$ cat src/sv/rgb565_alpha_compositor_core_assert.svh
// Assertion macros for the RGB565 alpha compositor.
// Each macro expands to one labeled concurrent assertion clocked on clk and
// disabled while arst_n is low.
`ifndef RGB565_ALPHA_COMPOSITOR_CORE_ASSERT_SVH
`define RGB565_ALPHA_COMPOSITOR_CORE_ASSERT_SVH

// The consequent holds in the same cycle as the antecedent.
`define RGBCMP_ASSERT_NOW(label, ante, cons, msg) \
	label: assert property (@(posedge clk) disable iff (!arst_n) (ante) |-> (cons)) \
		else $error(msg);

// The consequent holds a fixed number of cycles after the antecedent.
`define RGBCMP_ASSERT_AFTER(label, ante, dly, cons, msg) \
	label: assert property (@(posedge clk) disable iff (!arst_n) \
		(ante) |-> ##dly (cons)) else $error(msg);

`endif

$ cat src/sv/rgbcmp_pkg.sv
`timescale 1ns / 1ps

package rgbcmp_pkg;

	// Largest frame dimension supported by default.
	localparam int MAX_DIM_DEFAULT = 1024;

	localparam int REG_W   = 11;
	localparam int COORD_W = 10;
	localparam int CHAN_W  = 8;
	localparam int PIX_W   = 16;
	localparam int IDX_W   = 20;

	// Configuration register indexes.
	typedef enum logic [1:0] {
		REG_ORIGIN_X    = 2'd0,
		REG_ORIGIN_Y    = 2'd1,
		REG_DEST_WIDTH  = 2'd2,
		REG_DEST_HEIGHT = 2'd3
	} reg_index_t;

	localparam logic [REG_W-1:0] DEST_WIDTH_RESET  = 11'd320;
	localparam logic [REG_W-1:0] DEST_HEIGHT_RESET = 11'd240;

	localparam logic [CHAN_W-1:0] ALPHA_MIN    = 8'd8;
	localparam logic [CHAN_W-1:0] ALPHA_OPAQUE = 8'd250;
	localparam logic [CHAN_W-1:0] ALPHA_FULL   = 8'd255;

	// Exact floor(x / 255) for any x up to 255 * 255.
	function automatic logic [CHAN_W-1:0] div255(input logic [15:0] x);
		logic [16:0] t;
		t = {1'b0, x} + {9'd0, x[15:8]} + 17'd1;
		return t[15:8];
	endfunction

	function automatic logic [PIX_W-1:0] pack565(input logic [CHAN_W-1:0] r,
		input logic [CHAN_W-1:0] g, input logic [CHAN_W-1:0] b);
		return {r[7:3], g[7:2], b[7:3]};
	endfunction

endpackage

$ cat src/sv/rgb565_alpha_compositor_core.sv
// RGB565 alpha compositor: throughput is one pixel per clock. Three register
// stages (input, multiply, divide-and-pack) lie between the accepting edge and
// the result_valid cycle.
// busy and cfg_ready stay low and high; the receiver cannot stall results.
// arst_n clears the valid pipeline and loads the register reset values.
`timescale 1ns / 1ps

`include "rgb565_alpha_compositor_core_assert.svh"

module rgb565_alpha_compositor_core #(
	parameter int MAX_DIM = rgbcmp_pkg::MAX_DIM_DEFAULT
) (
	input  logic        clk,
	input  logic        arst_n,
	// Pixel transaction in.
	input  logic        start,
	output logic        busy,
	input  logic [9:0]  rel_x,
	input  logic [9:0]  rel_y,
	input  logic [7:0]  src_red,
	input  logic [7:0]  src_green,
	input  logic [7:0]  src_blue,
	input  logic [7:0]  src_alpha,
	input  logic [15:0] dest_pixel,
	// Configuration write transaction.
	input  logic        cfg_valid,
	output logic        cfg_ready,
	input  logic [1:0]  cfg_index,
	input  logic [10:0] cfg_wdata,
	// Result transaction out.
	output logic        result_valid,
	output logic        write_enable,
	output logic [19:0] dest_index,
	output logic [15:0] new_pixel
);

	// Width that holds any saturated frame dimension, and a compare width that
	// also holds an unclipped 12-bit position.
	localparam int DimW = $clog2(MAX_DIM + 1);
	localparam int CmpW = (DimW > 12) ? DimW : 12;
	localparam int RowW = 2 * DimW;
	localparam int SumW = (RowW > rgbcmp_pkg::IDX_W) ? RowW + 1 : rgbcmp_pkg::IDX_W + 1;

	// The pipeline never stalls, so both channels are always ready.
	assign busy      = 1'b0;
	assign cfg_ready = 1'b1;

	// ------------------------------------------------------------------
	// Configuration registers.
	// ------------------------------------------------------------------
	logic signed [10:0] origin_x_q;
	logic signed [10:0] origin_y_q;
	logic [10:0]        dest_width_q;
	logic [10:0]        dest_height_q;

	always_ff @(posedge clk or negedge arst_n) begin
		if (!arst_n) begin
			origin_x_q    <= '0;
			origin_y_q    <= '0;
			dest_width_q  <= rgbcmp_pkg::DEST_WIDTH_RESET;
			dest_height_q <= rgbcmp_pkg::DEST_HEIGHT_RESET;
		end else if (cfg_valid && cfg_ready) begin
			unique case (rgbcmp_pkg::reg_index_t'(cfg_index))
				rgbcmp_pkg::REG_ORIGIN_X:    origin_x_q    <= $signed(cfg_wdata);
				rgbcmp_pkg::REG_ORIGIN_Y:    origin_y_q    <= $signed(cfg_wdata);
				rgbcmp_pkg::REG_DEST_WIDTH:  dest_width_q  <= cfg_wdata;
				rgbcmp_pkg::REG_DEST_HEIGHT: dest_height_q <= cfg_wdata;
				default: ;
			endcase
		end
	end

	// Frame size saturated to MAX_DIM. Truncation in the cast only drops bits
	// of values that are already known to be no larger than MAX_DIM.
	logic [DimW-1:0] width_sat;
	logic [DimW-1:0] height_sat;

	always_comb begin
		width_sat  = (int'(dest_width_q) > MAX_DIM) ? DimW'(MAX_DIM) : DimW'(dest_width_q);
		height_sat = (int'(dest_height_q) > MAX_DIM) ? DimW'(MAX_DIM) : DimW'(dest_height_q);
	end

	// ------------------------------------------------------------------
	// Stage 1: input register.
	// ------------------------------------------------------------------
	logic        valid_s1;
	logic [9:0]  rel_x_s1;
	logic [9:0]  rel_y_s1;
	logic [7:0]  red_s1;
	logic [7:0]  green_s1;
	logic [7:0]  blue_s1;
	logic [7:0]  alpha_s1;
	logic [15:0] dpix_s1;

	always_ff @(posedge clk or negedge arst_n) begin
		if (!arst_n) begin
			valid_s1 <= 1'b0;
		end else begin
			valid_s1 <= start && !busy;
		end
	end

	always_ff @(posedge clk) begin
		if (start && !busy) begin
			rel_x_s1 <= rel_x;
			rel_y_s1 <= rel_y;
			red_s1   <= src_red;
			green_s1 <= src_green;
			blue_s1  <= src_blue;
			alpha_s1 <= src_alpha;
			dpix_s1  <= dest_pixel;
		end
	end

	// ------------------------------------------------------------------
	// Stage 2 logic: placement, clipping, row offset and channel products.
	// ------------------------------------------------------------------
	logic signed [11:0] pos_x;
	logic signed [11:0] pos_y;
	logic [CmpW-1:0]    pos_x_u;
	logic [CmpW-1:0]    pos_y_u;
	logic               in_frame;
	logic               draw;
	logic               opaque;
	logic [RowW-1:0]    row_base;
	logic [7:0]         inv_alpha;
	logic [7:0]         src_chan [3];
	logic [7:0]         dst_chan [3];
	logic [15:0]        mix_sum  [3];

	always_comb begin
		pos_x = $signed({origin_x_q[10], origin_x_q}) + $signed({2'b00, rel_x_s1});
		pos_y = $signed({origin_y_q[10], origin_y_q}) + $signed({2'b00, rel_y_s1});
		pos_x_u = CmpW'($unsigned(pos_x));
		pos_y_u = CmpW'($unsigned(pos_y));

		in_frame = !pos_x[11] && !pos_y[11]
			&& (pos_x_u < CmpW'(width_sat)) && (pos_y_u < CmpW'(height_sat));
		draw   = in_frame && (alpha_s1 >= rgbcmp_pkg::ALPHA_MIN);
		opaque = alpha_s1 >= rgbcmp_pkg::ALPHA_OPAQUE;

		// Only meaningful for an unclipped pixel, where y fits in DimW bits.
		row_base = RowW'(DimW'(pos_y_u)) * RowW'(width_sat);

		// Channel lanes in red, green, blue order. The destination is widened
		// by a plain shift left, without replicating the top bits.
		src_chan[0] = red_s1;
		src_chan[1] = green_s1;
		src_chan[2] = blue_s1;
		dst_chan[0] = {dpix_s1[15:11], 3'b000};
		dst_chan[1] = {dpix_s1[10:5], 2'b00};
		dst_chan[2] = {dpix_s1[4:0], 3'b000};

		inv_alpha = rgbcmp_pkg::ALPHA_FULL - alpha_s1;
		for (int c = 0; c < 3; c++) begin
			mix_sum[c] = ({8'd0, src_chan[c]} * {8'd0, alpha_s1})
				+ ({8'd0, dst_chan[c]} * {8'd0, inv_alpha});
		end
	end

	// ------------------------------------------------------------------
	// Stage 2 register.
	// ------------------------------------------------------------------
	logic            valid_s2;
	logic            draw_s2;
	logic            opaque_s2;
	logic [RowW-1:0] row_base_s2;
	logic [DimW-1:0] col_s2;
	logic [15:0]     opaque_pix_s2;
	logic [15:0]     mix_sum_s2 [3];

	always_ff @(posedge clk or negedge arst_n) begin
		if (!arst_n) begin
			valid_s2 <= 1'b0;
		end else begin
			valid_s2 <= valid_s1;
		end
	end

	always_ff @(posedge clk) begin
		if (valid_s1) begin
			draw_s2       <= draw;
			opaque_s2     <= opaque;
			row_base_s2   <= row_base;
			col_s2        <= DimW'(pos_x_u);
			opaque_pix_s2 <= rgbcmp_pkg::pack565(red_s1, green_s1, blue_s1);
			for (int c = 0; c < 3; c++) begin
				mix_sum_s2[c] <= mix_sum[c];
			end
		end
	end

	// ------------------------------------------------------------------
	// Stage 3 logic: divide by 255, repack and finish the index.
	// ------------------------------------------------------------------
	logic [SumW-1:0] index_full;
	logic [15:0]     blend_pix;
	logic [15:0]     pix_next;

	always_comb begin
		index_full = SumW'(row_base_s2) + SumW'(col_s2);
		blend_pix  = rgbcmp_pkg::pack565(rgbcmp_pkg::div255(mix_sum_s2[0]),
			rgbcmp_pkg::div255(mix_sum_s2[1]), rgbcmp_pkg::div255(mix_sum_s2[2]));
		pix_next   = opaque_s2 ? opaque_pix_s2 : blend_pix;
	end

	// Result register. A pixel that is not written reports all fields zero.
	logic        result_valid_q;
	logic        write_enable_q;
	logic [19:0] dest_index_q;
	logic [15:0] new_pixel_q;

	always_ff @(posedge clk or negedge arst_n) begin
		if (!arst_n) begin
			result_valid_q <= 1'b0;
			write_enable_q <= 1'b0;
		end else begin
			result_valid_q <= valid_s2;
			write_enable_q <= valid_s2 && draw_s2;
		end
	end

	always_ff @(posedge clk) begin
		if (valid_s2) begin
			dest_index_q <= draw_s2 ? index_full[19:0] : '0;
			new_pixel_q  <= draw_s2 ? pix_next : '0;
		end
	end

	assign result_valid = result_valid_q;
	assign write_enable = write_enable_q;
	assign dest_index   = dest_index_q;
	assign new_pixel    = new_pixel_q;

	// ------------------------------------------------------------------
	// Assertions.
	// ------------------------------------------------------------------
	// Every accepted transaction produces its result once it has passed the stage 1, stage 2 and result registers.
	`RGBCMP_ASSERT_AFTER(a_latency, start && !busy, 3, result_valid, "result strobe missing after accept")
	// A write is only flagged on a result cycle.
	`RGBCMP_ASSERT_NOW(a_we_in_result, write_enable, result_valid, "write_enable outside a result")
	// A skipped pixel carries zero index and zero pixel.
	`RGBCMP_ASSERT_NOW(a_skip_zero, result_valid && !write_enable, (dest_index == '0) && (new_pixel == '0), "skipped pixel has nonzero fields")
	// Results come only from a multiply-stage transaction in the cycle before.
	`RGBCMP_ASSERT_NOW(a_result_src, result_valid, $past(valid_s2), "result without a stage 2 transaction")

endmodule
$ cat config.mk
export PLATFORM = sky130hd
export DESIGN_NAME = rgb565_alpha_compositor_core
export DESIGN_NICKNAME = d
export VERILOG_FILES = /design/src/sv/rgbcmp_pkg.sv /design/src/sv/rgb565_alpha_compositor_core.sv
export VERILOG_INCLUDE_DIRS = /design/src /design/src/sv
export SDC_FILE = /design/constraint.sdc
export NUM_CORES = 1
export LEC_CHECK = 0
export BUFFER_PORTS_ARGS = -buffer_cell sky130_fd_sc_hd__buf_2
export CAP_MARGIN = 10
export CORE_MARGIN = 2
export CORE_UTILIZATION = 45
export CTS_CLUSTER_SIZE = 25
export DETAILED_ROUTE_END_ITERATION = 6
export HOLD_SLACK_MARGIN = 0.08
export SYNTH_ARGS = -nofsm -noshare
export SYNTH_HDL_FRONTEND = slang
export SYNTH_SLANG_ARGS = --single-unit
$ cat constraint.sdc
create_clock -name clk -period 6.05 [get_ports clk]
set_clock_uncertainty 0.1 [all_clocks]
set_input_delay 1.21 -clock clk [delete_from_list [all_inputs] [get_ports clk]]
set_output_delay 1.21 -clock clk [all_outputs]
set_load 0.005 [all_outputs]
=== After elaboration in Yosys (flattened, before gate mapping) ===
Memories as Yosys holds them, arrays and structs flattened.
Index checks and enable logic that the tools add are counted.

* Order comparisons: 6
* Reductions and logical operators: 12
* Multiplexer cells: 5
* Equality and inequality tests: 3
* Multiply operators: 7
* Add/subtract/negate cells: 13

{| class="wikitable"
|+ Operators with widths
! kind !! number
|-
| $add 16x1->16 const B || 3
|-
| $add 16x16->16 || 3
|-
| $add 16x8->16 || 3
|-
| $mul 8x8->16 || 3
|-
| $mul 5x8->13 || 2
|-
| $add 11x11->12 || 2
|-
| $lt 12x11->1 || 2
|-
| $gt 11x11->1 const B || 2
|-
| $mux 11 || 2
|-
| $add 20x11->20 || 1
|-
| $mul 11x11->20 || 1
|-
| $mux 16 || 1
|-
| $mul 6x8->14 || 1
|-
| $ge 8x4->1 const B || 1
|-
| $ge 8x8->1 const B || 1
|-
| $reduce_and 2->1 || 4
|-
| $sub 8x8->8 const A || 1
|-
| $logic_and 1x1->1 || 5
|-
| $eq 2x2->1 const B || 2
|-
| $eq 2x1->1 const B || 1
|-
| $logic_not 1->1 || 2
|-
| $logic_not 2->1 || 1
|-
| $mux 1 || 2
|}

* Input bits: 85
* Bits in writable memories: 48
* Memories: 1
* Flip-flop bits (word level): 201
* Logic and storage cells: 69
* Output and inout bits: 40

{| class="wikitable"
|+ Memory list
! name !! words !! bits a word !! read ports !! clocked after memory_dff !! wr ports !! RTL line !! RTL
|-
| mix_sum_s2 || 3 || 16 || 3 || 0 || 3 || rgb565_alpha_compositor_core.sv:170 || <nowiki>logic [15:0] mix_sum_s2 [3];</nowiki>
|}

=== Depth between registers and ports, before layout ===
Gate-level depths: netlist of run 1.

* Word-level depth: 6
* Gate-level depth with buffers: 26
* Mapped depth without buffers: 26

=== Worst setup path before layout of run 1 ===
No wires, ideal clock.

* Kind: register -> register
* Start: register origin_y_q[0]
* End: register row_base_s2[18], data pin
* Setup time: 262 ps
* Data required time: 5,688 ps
* Setup slack: -640 ps
* Cell stages (with the launch flop): 24
* Arrival: 6,328 ps
* Path buffers: 0
* Cells stage by stage: dfrtp_1 > ha_1 > fa_1 > a21o_1 > a22o_1 > nor2_1 > xor2_1 > inv_1 > nand2_1 > fa_1 > fa_1 > fa_1 > inv_1 > fa_1 > inv_1 > fa_1 > inv_1 > ha_1 > a2111o_1 > o211ai_1 > a21oi_1 > a211o_1 > o31ai_1 > xnor2_1

* Word-level cells in the longest chain between the ends: 2

{| class="wikitable"
|+ Ends and longest elaborated chain
! what !! RTL line !! RTL
|-
| start, declared || rgb565_alpha_compositor_core.sv:52 || <nowiki>logic signed [10:0] origin_y_q;</nowiki>
|-
| start signal, assigned || rgb565_alpha_compositor_core.sv:65 || <nowiki>rgbcmp_pkg::REG_ORIGIN_Y: origin_y_q <= $signed(cfg_wdata);</nowiki>
|-
| $add 11x11->12 || rgb565_alpha_compositor_core.sv:133 || <nowiki>pos_y = $signed({origin_y_q[10], origin_y_q}) + $signed({2'b00, rel_y_s1});</nowiki>
|-
| $mul 11x11->20 || rgb565_alpha_compositor_core.sv:143 || <nowiki>row_base = RowW'(DimW'(pos_y_u)) * RowW'(width_sat);</nowiki>
|-
| via row_base[18] || rgb565_alpha_compositor_core.sv:125 || <nowiki>logic [RowW-1:0] row_base;</nowiki>
|-
| end signal, assigned || rgb565_alpha_compositor_core.sv:184 || <nowiki>row_base_s2 <= row_base;</nowiki>
|-
| end, declared || rgb565_alpha_compositor_core.sv:167 || <nowiki>logic [RowW-1:0] row_base_s2;</nowiki>
|}

The timed path passes the listed nets, and every way through them passes these cells.
A chain may end at the register's enable or synchronous reset.

=== Worst setup path after layout of run 1 ===
Same ends and word-level chain as after synthesis.

==> results_dict.tcl, run 1 <==
set metrics [dict create \
    yosys-mux-area-fraction 0.0227 \
    async_flop_share 0.193 \
    cts_tree "yes" \
    cp_data_arrival_time_ns 6.66 \
    synth_cell_types 72 \
    holdPathEnd "dest_height_q[0]" \
    reg2reg_slack_ns -0.40 \
    synth-compound-area-share 0.0691 \
    drc 0 \
    setup_violations 26 \
    hold_path.class "reg -> reg" \
    synth-seq-cells 249 \
    synth_fp_nets 3104 \
    violations "negative setup slack" \
    drtIter0Drc 814 \
    synth_flop_cell "edfxtp_1" \
    grt_max_degree 77 \
    ant_nets 0 \
    io_buffers 122 \
    whs_ns 0.404 \
    ios 125 \
    synth_area_per_cell_um2 10.4 \
    syn_inst 2446 \
    fmax_mhz 155 \
    fin_nets 3424 \
    max-slew-margin-rel 0.350 \
    hold_path_startpoint "dest_height_q[0]" \
    rr_startpoint "origin_y_q[0]" \
    dp_hpwl_mm 46.6 \
    routed_wl_mm 58.8 \
    layout-area-overhead-vs-synth_pct 19.4 \
    synth.cell_area_mm2 0.0253 \
    wire_per_inst_um 16.6 \
    grt_pass1_wl_mm 95.7 \
    finalHoldViolations 0 \
    crit_fanout 2 \
    grtUsageTotal 0.209 \
    hold-path-cell-count 1 \
    pre_cts_slack_ns -0.644 \
    worst_slew_pin_slew_ns 0.975 \
    status "complete, but fails checks" \
    dp_cells 3449 \
    yosys_warnings 0 \
    routabilityCongestion 0.860 \
    slew_viol_final 0 \
    synthXorXnorAreaFrac 0.0367 \
    clock_latency_ns 0.57 \
    coreArea_mm2 0.0554 \
    clock_sink_count 249 \
    synth-edff-count 201 \
    final_common_cell "inv_1" \
    clockRootBuffer "clkbuf_16" \
    grt_overflow_total 0 \
    initial_core_util 0.457 \
    layout_worst_path_cycle_share 1.07 \
    ys_seq_area_frac 0.286 \
    clk_pin_slew_ns 0.06 \
    die_w_um 241 \
    vias 18000 \
    clock_path_buffers 3 \
    drv_cap 0 \
    cts-buffers-inserted 31 \
    period_needed_ns 6.45 \
    r2r_cells 25 \
    worstSetupEndpointType "flop" \
    htree_levels 1 \
    final_layout_size_suffix_gt1_frac 0.213 \
    cp.required_ns 6.27 \
    critPathKind "reg -> reg" \
    final_cell_mix "inv_1 (422), fa_1 (285), ha_1 (265)" \
    viasPerCell 5.08 \
    worstReg2RegEnd "row_base_s2[18]" \
    cp-start-kind "flop" \
    grt_pass1_vias 18700 \
    num_rows 86 \
    synth-simple-area-share 0.143 \
    fin_ws_ns -0.396 \
    synth_top_family_by_area "adder cells" \
    final_util 0.546 \
    final_cells 3539 \
    die_area_mm2 0.0582 \
    drt_first_pass_iters 6 \
    die_h_um 241 \
    antenna_found_initial 2 \
    synth_fa_ha_area_frac 0.368 \
    rsz0062_at_grt "true" \
]
-- area by class of cell --
class / count / area (um^2)
sequential: 249 / 7250
inverter: 445 / 1670
multi-input combinational: 1700 / 17000
tap: 748 / 936
timing repair buffer: 339 / 2310
antenna: 1 / 2.50
fill: 4872 / 25200
clock buffer: 36 / 795
clock inverter: 21 / 240
-- state kept, by name, indices dropped and copies added (netlist names), 10 cells and up --
| signal | cells |
|---|---|
| row_base_s2 | 20 |
| rel_x_s1 | 10 |
| origin_y_q | 11 |
| new_pixel | 16 |
| dest_index | 20 |
| opaque_pix_s2 | 16 |
| rel_y_s1 | 10 |
| dest_height_q | 11 |
| mix_sum_s2 | 48 |
| dpix_s1 | 16 |
| col_s2 | 11 |
| dest_width_q | 11 |
| origin_x_q | 11 |
-- through the flow --
step | instance area [um^2] | setup TNS (ns)
after detailed placement | 28300 | -8.07
after global placement | 28300 | -5.63
final | 30200 | -5.44
after global routing | 30200 | -11.09
after floorplan | 25600 | -1.86
after CTS | 29900 | -5.20
-- cell families (layout without fill, tap and decap cells) --
group,count (synthesis),in the layout
flops,249,249
compound gates,258,258
buf+inv,497,841
xor+xnor,104,104
mux,52,52
simple gates,711,711
fa+ha+maj,573,573
other cells,2,3
-- worst max-delay path, stage by stage (launching register included) --
cell,delay (ns)
dfrtp_1,0.38
ha_2,0.20
fa_2,0.33
a21o_1,0.21
a22o_4,0.27
o41ai_4,0.25
o21bai_1,0.10
a21o_1,0.23
xnor2_4,0.14
inv_2,0.07
nand2_2,0.06
fa_1,0.52
inv_1,0.06
fa_1,0.54
fa_1,0.44
fa_1,0.49
inv_1,0.05
fa_1,0.49
inv_2,0.05
ha_4,0.21
or2_4,0.25
o31ai_4,0.07
a21oi_2,0.07
a211o_1,0.31
o31ai_2,0.22
xnor2_1,0.09
-- Yosys cell counts, drive strengths merged (8+ instances only) --
| cell | count | area (um^2) |
|---|---|---|
| nand2b | 62 | 388 |
| and3 | 11 | 68.8 |
| o21bai | 9 | 67.6 |
| dfrtp | 42 | 1050 |
| nand2 | 189 | 709 |
| o211ai | 11 | 82.6 |
| nor2 | 140 | 526 |
| clkbuf | 50 | 188 |
| xnor2 | 79 | 711 |
| mux2i | 8 | 80.1 |
| ha | 285 | 3570 |
| nor2b | 107 | 669 |
| nor3 | 26 | 130 |
| inv | 438 | 1640 |
| or3 | 8 | 50.1 |
| xor2 | 25 | 219 |
| fa | 288 | 5770 |
| a211oi | 11 | 82.6 |
| a31oi | 9 | 71.3 |
| edfxtp | 201 | 6040 |
| a21oi | 61 | 305 |
| o21ai | 56 | 280 |
| and2 | 118 | 738 |
| a2111oi | 8 | 76.3 |
| nand3 | 17 | 85.1 |
| a21boi | 15 | 113 |
| a21o | 24 | 180 |
| mux2 | 44 | 495 |
| o21a | 20 | 150 |
-- worst max path at each step --
stage             startpoint              end  slack, ns  cells after the start
2_1_floorplan    rel_y_s1[0]  row_base_s2[18]      -0.39                     25
3_3_place_gp     rel_y_s1[0]  row_base_s2[18]      -0.52                     25
3_5_place_dp     rel_y_s1[0]  row_base_s2[19]      -0.64                     25
4_1_cts        origin_y_q[0]  row_base_s2[18]      -0.38                     25
5_1_grt          rel_y_s1[0]  row_base_s2[19]      -0.69                     25
6_report       origin_y_q[0]  row_base_s2[18]      -0.40                     25
-- what timing repair did --
action,in CTS,in global routing
gates cloned,0,0
setup buffers,26,11
gates resized for setup,87,55
pin swaps,81,43
hold buffers,0,0
setup endpoints to repair,26,30
-- per-layer routing --
| layer | part of all wire | global-route usage | wire (um) |
|---|---|---|---|
| met5 | 0.00022 | 0 | 13 |
| met4 | 0.026 | 0.0518 | 1540 |
| met3 | 0.040 | 0.0269 | 2360 |
| met2 | 0.49 | 0.364 | 29000 |
| met1 | 0.44 | 0.277 | 25900 |
Power of run 1 is left out: the tool's default activity adds up to more than one toggle a clock period on the data nets, which glitch-free logic cannot reach.
==> inputs of run 2 (changes only) <==
==> constraint.sdc (replaced) <==
create_clock -name clk -period 6.85 [get_ports clk]
set_clock_uncertainty 0.1 [all_clocks]
set_input_delay 1.37 -clock clk [delete_from_list [all_inputs] [get_ports clk]]
set_output_delay 1.37 -clock clk [all_outputs]
set_load 0.005 [all_outputs]
==> run 2 against run 1 <==
  * The run now ends clean
  * First-iteration DRC count down 6.6%
  * Highest routed layer is now met4
  * Non-clock buffer count down 157
  * Global-route usage down 0.23 points
==> results_dict.tcl, run 2 (same netlist as run 1, synthesis figures left out) <==
set metrics [dict create \
    layout_worst_path_cycle_share 0.973 \
    clk_pin_slew_ns 0.06 \
    routabilityCongestion 0.847 \
    dp_cells 3313 \
    clock_sink_count 249 \
    critPathKind "reg -> reg" \
    num_rows 86 \
    layout-area-overhead-vs-synth_pct 12.5 \
    drtIter0Drc 760 \
    setup_violations 0 \
    hold_path.class "reg -> reg" \
    cts_hold_buf 0 \
    die_h_um 241 \
    cts-buffers-inserted 35 \
    finalHoldViolations 0 \
    grt_pass1_vias 18100 \
    worstSetupEndpointType "flop" \
    clockRootBuffer "clkbuf_16" \
    drc 0 \
    worst_slew_pin_slew_ns 1.03 \
    vias 17400 \
    cts_tree "yes" \
    grt_pass1_wl_mm 93.7 \
    regMostFlops "mix_sum_s2" \
    period_needed_ns 6.67 \
    io_buffers 122 \
    coreArea_mm2 0.0554 \
    cp.required_ns 7.03 \
    cpMostUsedCell "fa_1" \
    crit_fanout 2 \
    die_area_mm2 0.0582 \
    antenna_found_initial 1 \
    final_common_cell "inv_1" \
    status "completed" \
    routed_wl_mm 58.1 \
    grt_overflow_total 0 \
    slowest_delay_ns 0.56 \
    max-slew-margin-rel 0.306 \
    cp_data_arrival_time_ns 6.85 \
    final_cell_mix "inv_1 (433), fa_1 (287), ha_1 (279)" \
    clock_latency_ns 0.55 \
    slew_viol_final 0 \
    clock_path_buffers 3 \
    diodes 0 \
    ant_nets 0 \
    drv_cap 0 \
    initial_core_util 0.457 \
    die_w_um 241 \
    cp-start-kind "flop" \
    htree_levels 2 \
    largest_reg_flops 48 \
    reg2reg_slack_ns 0.18 \
    drt_first_pass_iters 4 \
    slowest_stage "fa_1" \
    final_cells 3388 \
    ios 125 \
    fin_nets 3271 \
    fmax_mhz 150 \
    dp_hpwl_mm 45.2 \
    wire_per_inst_um 17.1 \
    final_layout_size_suffix_gt1_frac 0.128 \
    viasPerCell 5.15 \
    grt_max_degree 54 \
    grtUsageTotal 0.207 \
]
[run 2: cell types whose count changed in the layout (fill, tap and decap cells not counted), sizes merged]
cell	change
buf	-157
bufinv	-2
clkbuf	+12
clkinv	-3
diode	-1
[run 2: final timing paths]
check	start	to	cells past startpoint
max	rel_y_s1[0]	row_base_s2[18]	25
min	dest_width_q[4]	dest_width_q[4]	1
max reg2reg	rel_y_s1[0]	row_base_s2[18]	25
min reg2reg	dest_width_q[4]	dest_width_q[4]	1
max in group asynchronous	arst_n	valid_s1	2
min in group asynchronous	arst_n	origin_x_q[7]	2
[run 2: cell type report]
class	instances	area [um^2]
clock buffers	48	997
repair buffers	182	1060
multi-input cells	1700	16400
well taps	748	936
clock inverters	16	161
inverters	445	1670
fillers	5003	26900
flip-flops and latches	249	7250
[run 2: layer usage]
layer,up-vias,track usage,routed length [um]
met1,8808,0.279,26400
met5,-,0,0
met3,76,0.0297,2280
li1,8251,-,-
met4,0,0.0716,1810
met2,311,0.341,27600
[run 2: stage by stage]
| step | hold slack [ns] | setup WS (ns) | TNS [ns] | util | cell area, um^2 |
|---|---|---|---|---|---|
| 2_1_floorplan | 0.369 | 0.160 | 0 | - | 25300 |
| 3_3_place_gp | 0.379 | 0.156 | 0 | 0.488 | 27000 |
| 3_5_place_dp | 0.392 | 0.0467 | 0 | 0.488 | 27000 |
| 4_1_cts | 0.405 | 0.0252 | 0 | 0.509 | 28200 |
| 5_1_grt | 0.418 | -0.0337 | -0.0699 | 0.514 | 28500 |
| 6_report | 0.403 | 0.183 | 0 | 0.514 | 28500 |
[run 2: worst max-delay path: cells and delay by family (launching register included)]
family / cells / cell delay, ns
AO/OA/AOI/OAI: 9 / 1.84
AND/OR/NAND/NOR: 2 / 0.31
buffers and inverters: 4 / 0.21
adder cells (fa/ha/maj): 8 / 3.32
flip-flops: 1 / 0.37
XOR/XNOR: 2 / 0.26
[run 2: repair_timing]
item                       in CTS  in global routing
buffers inserted                0                 11
gates resized for setup         0                 52
setup endpoints to repair       0                 15
Power of run 2 is left out for the same reason.
==> inputs of run 3 (changes only) <==
==> constraint.sdc (replaced) <==
create_clock -name clk -period 6.85 [get_ports clk]
set_clock_uncertainty 0.1 [all_clocks]
set_input_delay 0 -clock clk [delete_from_list [all_inputs] [get_ports clk]]
set_output_delay 0 -clock clk [all_outputs]
set_load 0.005 [all_outputs]
==> run 3 against run 2 <==
  * Critical path depth unchanged
  * Register-to-register slack about the same
  * Via count up 3.5%
  * Die area unchanged
  * Sequential share of layout area down 1.2 points
  * Cell area up 4.9%
  * Setup slack worse by 0.015 ns
  * Fmax down 0.22%
  * Cell count up 4.1%
  * Clock-buffer cell count unchanged
  * First-iteration DRC count up 10%
==> results_dict.tcl, run 3 (same netlist as run 1, synthesis figures left out) <==
set metrics [dict create \
    routabilityCongestion 0.847 \
    period_needed_ns 6.68 \
    setup_violations 0 \
    dp_hpwl_mm 45.2 \
    cp-start-kind "flop" \
    regMostFlops "mix_sum_s2" \
    clock_path_buffers 3 \
    max-slew-margin-rel 0.306 \
    cp_data_arrival_time_ns 6.86 \
    wire_per_inst_um 16.8 \
    fin_ws_ns 0.168 \
    cp.required_ns 7.03 \
    whs_ns 0.0933 \
    crit_fanout 2 \
    drtIter0Drc 836 \
    cts-buffers-inserted 35 \
    routed_wl_mm 59.4 \
    finalHoldViolations 0 \
    ios 125 \
    fin_nets 3411 \
    initial_core_util 0.457 \
    die_area_mm2 0.0582 \
    largest_reg_flops 48 \
    grtUsageTotal 0.211 \
    drv_cap 0 \
    post_dp_cell_area_mm2 0.0270 \
    vias 18100 \
    viasPerCell 5.12 \
    ant_nets 0 \
    io_buffers 122 \
    pre_cts_slack_ns 0.0467 \
    final_common_cell "inv_1" \
    die_h_um 241 \
    clock_sink_count 249 \
    grt_pass1_wl_mm 95.8 \
    fmax_mhz 150 \
    hold_path.class "in -> reg" \
    die_w_um 241 \
    grt_max_degree 54 \
    critPathKind "reg -> reg" \
    status "completed" \
    htree_levels 2 \
    clock_latency_ns 0.56 \
    final_cell_mix "inv_1 (433), fa_1 (287), ha_1 (279)" \
    final_layout_size_suffix_gt1_frac 0.122 \
    layout-area-overhead-vs-synth_pct 18.0 \
    drt_first_pass_iters 4 \
    layout_worst_path_cycle_share 0.975 \
    tns_ns 0 \
    clk_pin_slew_ns 0.06 \
    worstSetupEndpointType "flop" \
    worst_slew_pin_slew_ns 1.03 \
    slew_viol_final 0 \
    seqCellArea_mm2 0.00725 \
    num_rows 86 \
    multi_input_area_mm2 0.0164 \
    diodes 0 \
    fin_area_mm2 0.0299 \
    grt_pass1_vias 18800 \
    cts_tree "yes" \
    clockRootBuffer "clkbuf_16" \
    drc 0 \
    grt_overflow_total 0 \
    coreArea_mm2 0.0554 \
    antenna_found_initial 2 \
    fillers 4874 \
]
[run 3: cell count changes in the layout (fill, tap and decap cells not counted)]
cell,delta
dlygate4sd3_1,+140
[run 3: per-layer routing]
| metal | up-vias | global-route usage | share of wire |
|---|---|---|---|
| met5 | - | 0 | 0.00022 |
| met4 | 2 | 0.0776 | 0.034 |
| met3 | 93 | 0.0308 | 0.041 |
| met2 | 335 | 0.353 | 0.48 |
| met1 | 9089 | 0.279 | 0.45 |
| li1 | 8535 | - | - |
[run 3: timing repair]
item,4_1_cts,5_1_grt
endpoints found under the hold margin,181,0
buffers inserted,0,11
resized for setup,0,52
setup endpoints to repair,0,15
hold buffers,140,0
[run 3: final cells by class]
cell class,instances,share of cell area
Timing Repair Buffer,322,0.0825
Clock buffer,48,0.0334
Tap cell,748,0.0313
Inverter,445,0.0559
Clock inverter,16,0.00540
Sequential cell,249,0.243
Multi-Input combinational cell,1700,0.549
[run 3: final timing paths]
check,startpoint,to,slack [ns],depth (start not counted)
worst max-delay path,origin_y_q[0],row_base_s2[18],0.17,25
worst min-delay path,rel_x[2],rel_x_s1[2],0.09,2
worst max register to register,origin_y_q[0],row_base_s2[18],0.17,25
worst min register to register,dest_width_q[7],dest_width_q[7],0.40,1
max in group asynchronous,arst_n,valid_s1,5.57,4
min in group asynchronous,arst_n,origin_x_q[7],0.57,4
[run 3: critical path, stage by stage, from the launching register on]
cell and delay, ns:
dfrtp_1 0.39, ha_2 0.20, fa_2 0.37, a21o_1 0.18, a22o_1 0.28, o41ai_4 0.32
o21bai_1 0.12, a21o_1 0.22, xnor2_4 0.16, inv_2 0.07, nand2_2 0.06, fa_1 0.50
inv_2 0.04, fa_1 0.56, fa_1 0.44, fa_1 0.52, inv_1 0.05, fa_1 0.52
inv_2 0.05, ha_4 0.21, or2_4 0.25, o31ai_1 0.06, a21oi_1 0.08, a211o_1 0.33
o31ai_2 0.25, xnor2_1 0.10
[run 3: through the flow]
stage | cells | util
after floorplan | 2446 | -
after global placement | 3313 | 0.488
after detailed placement | 3313 | 0.488
after CTS | 3517 | 0.534
after global routing | 3528 | 0.539
final | 3528 | 0.539
Power of run 3 is left out for the same reason.
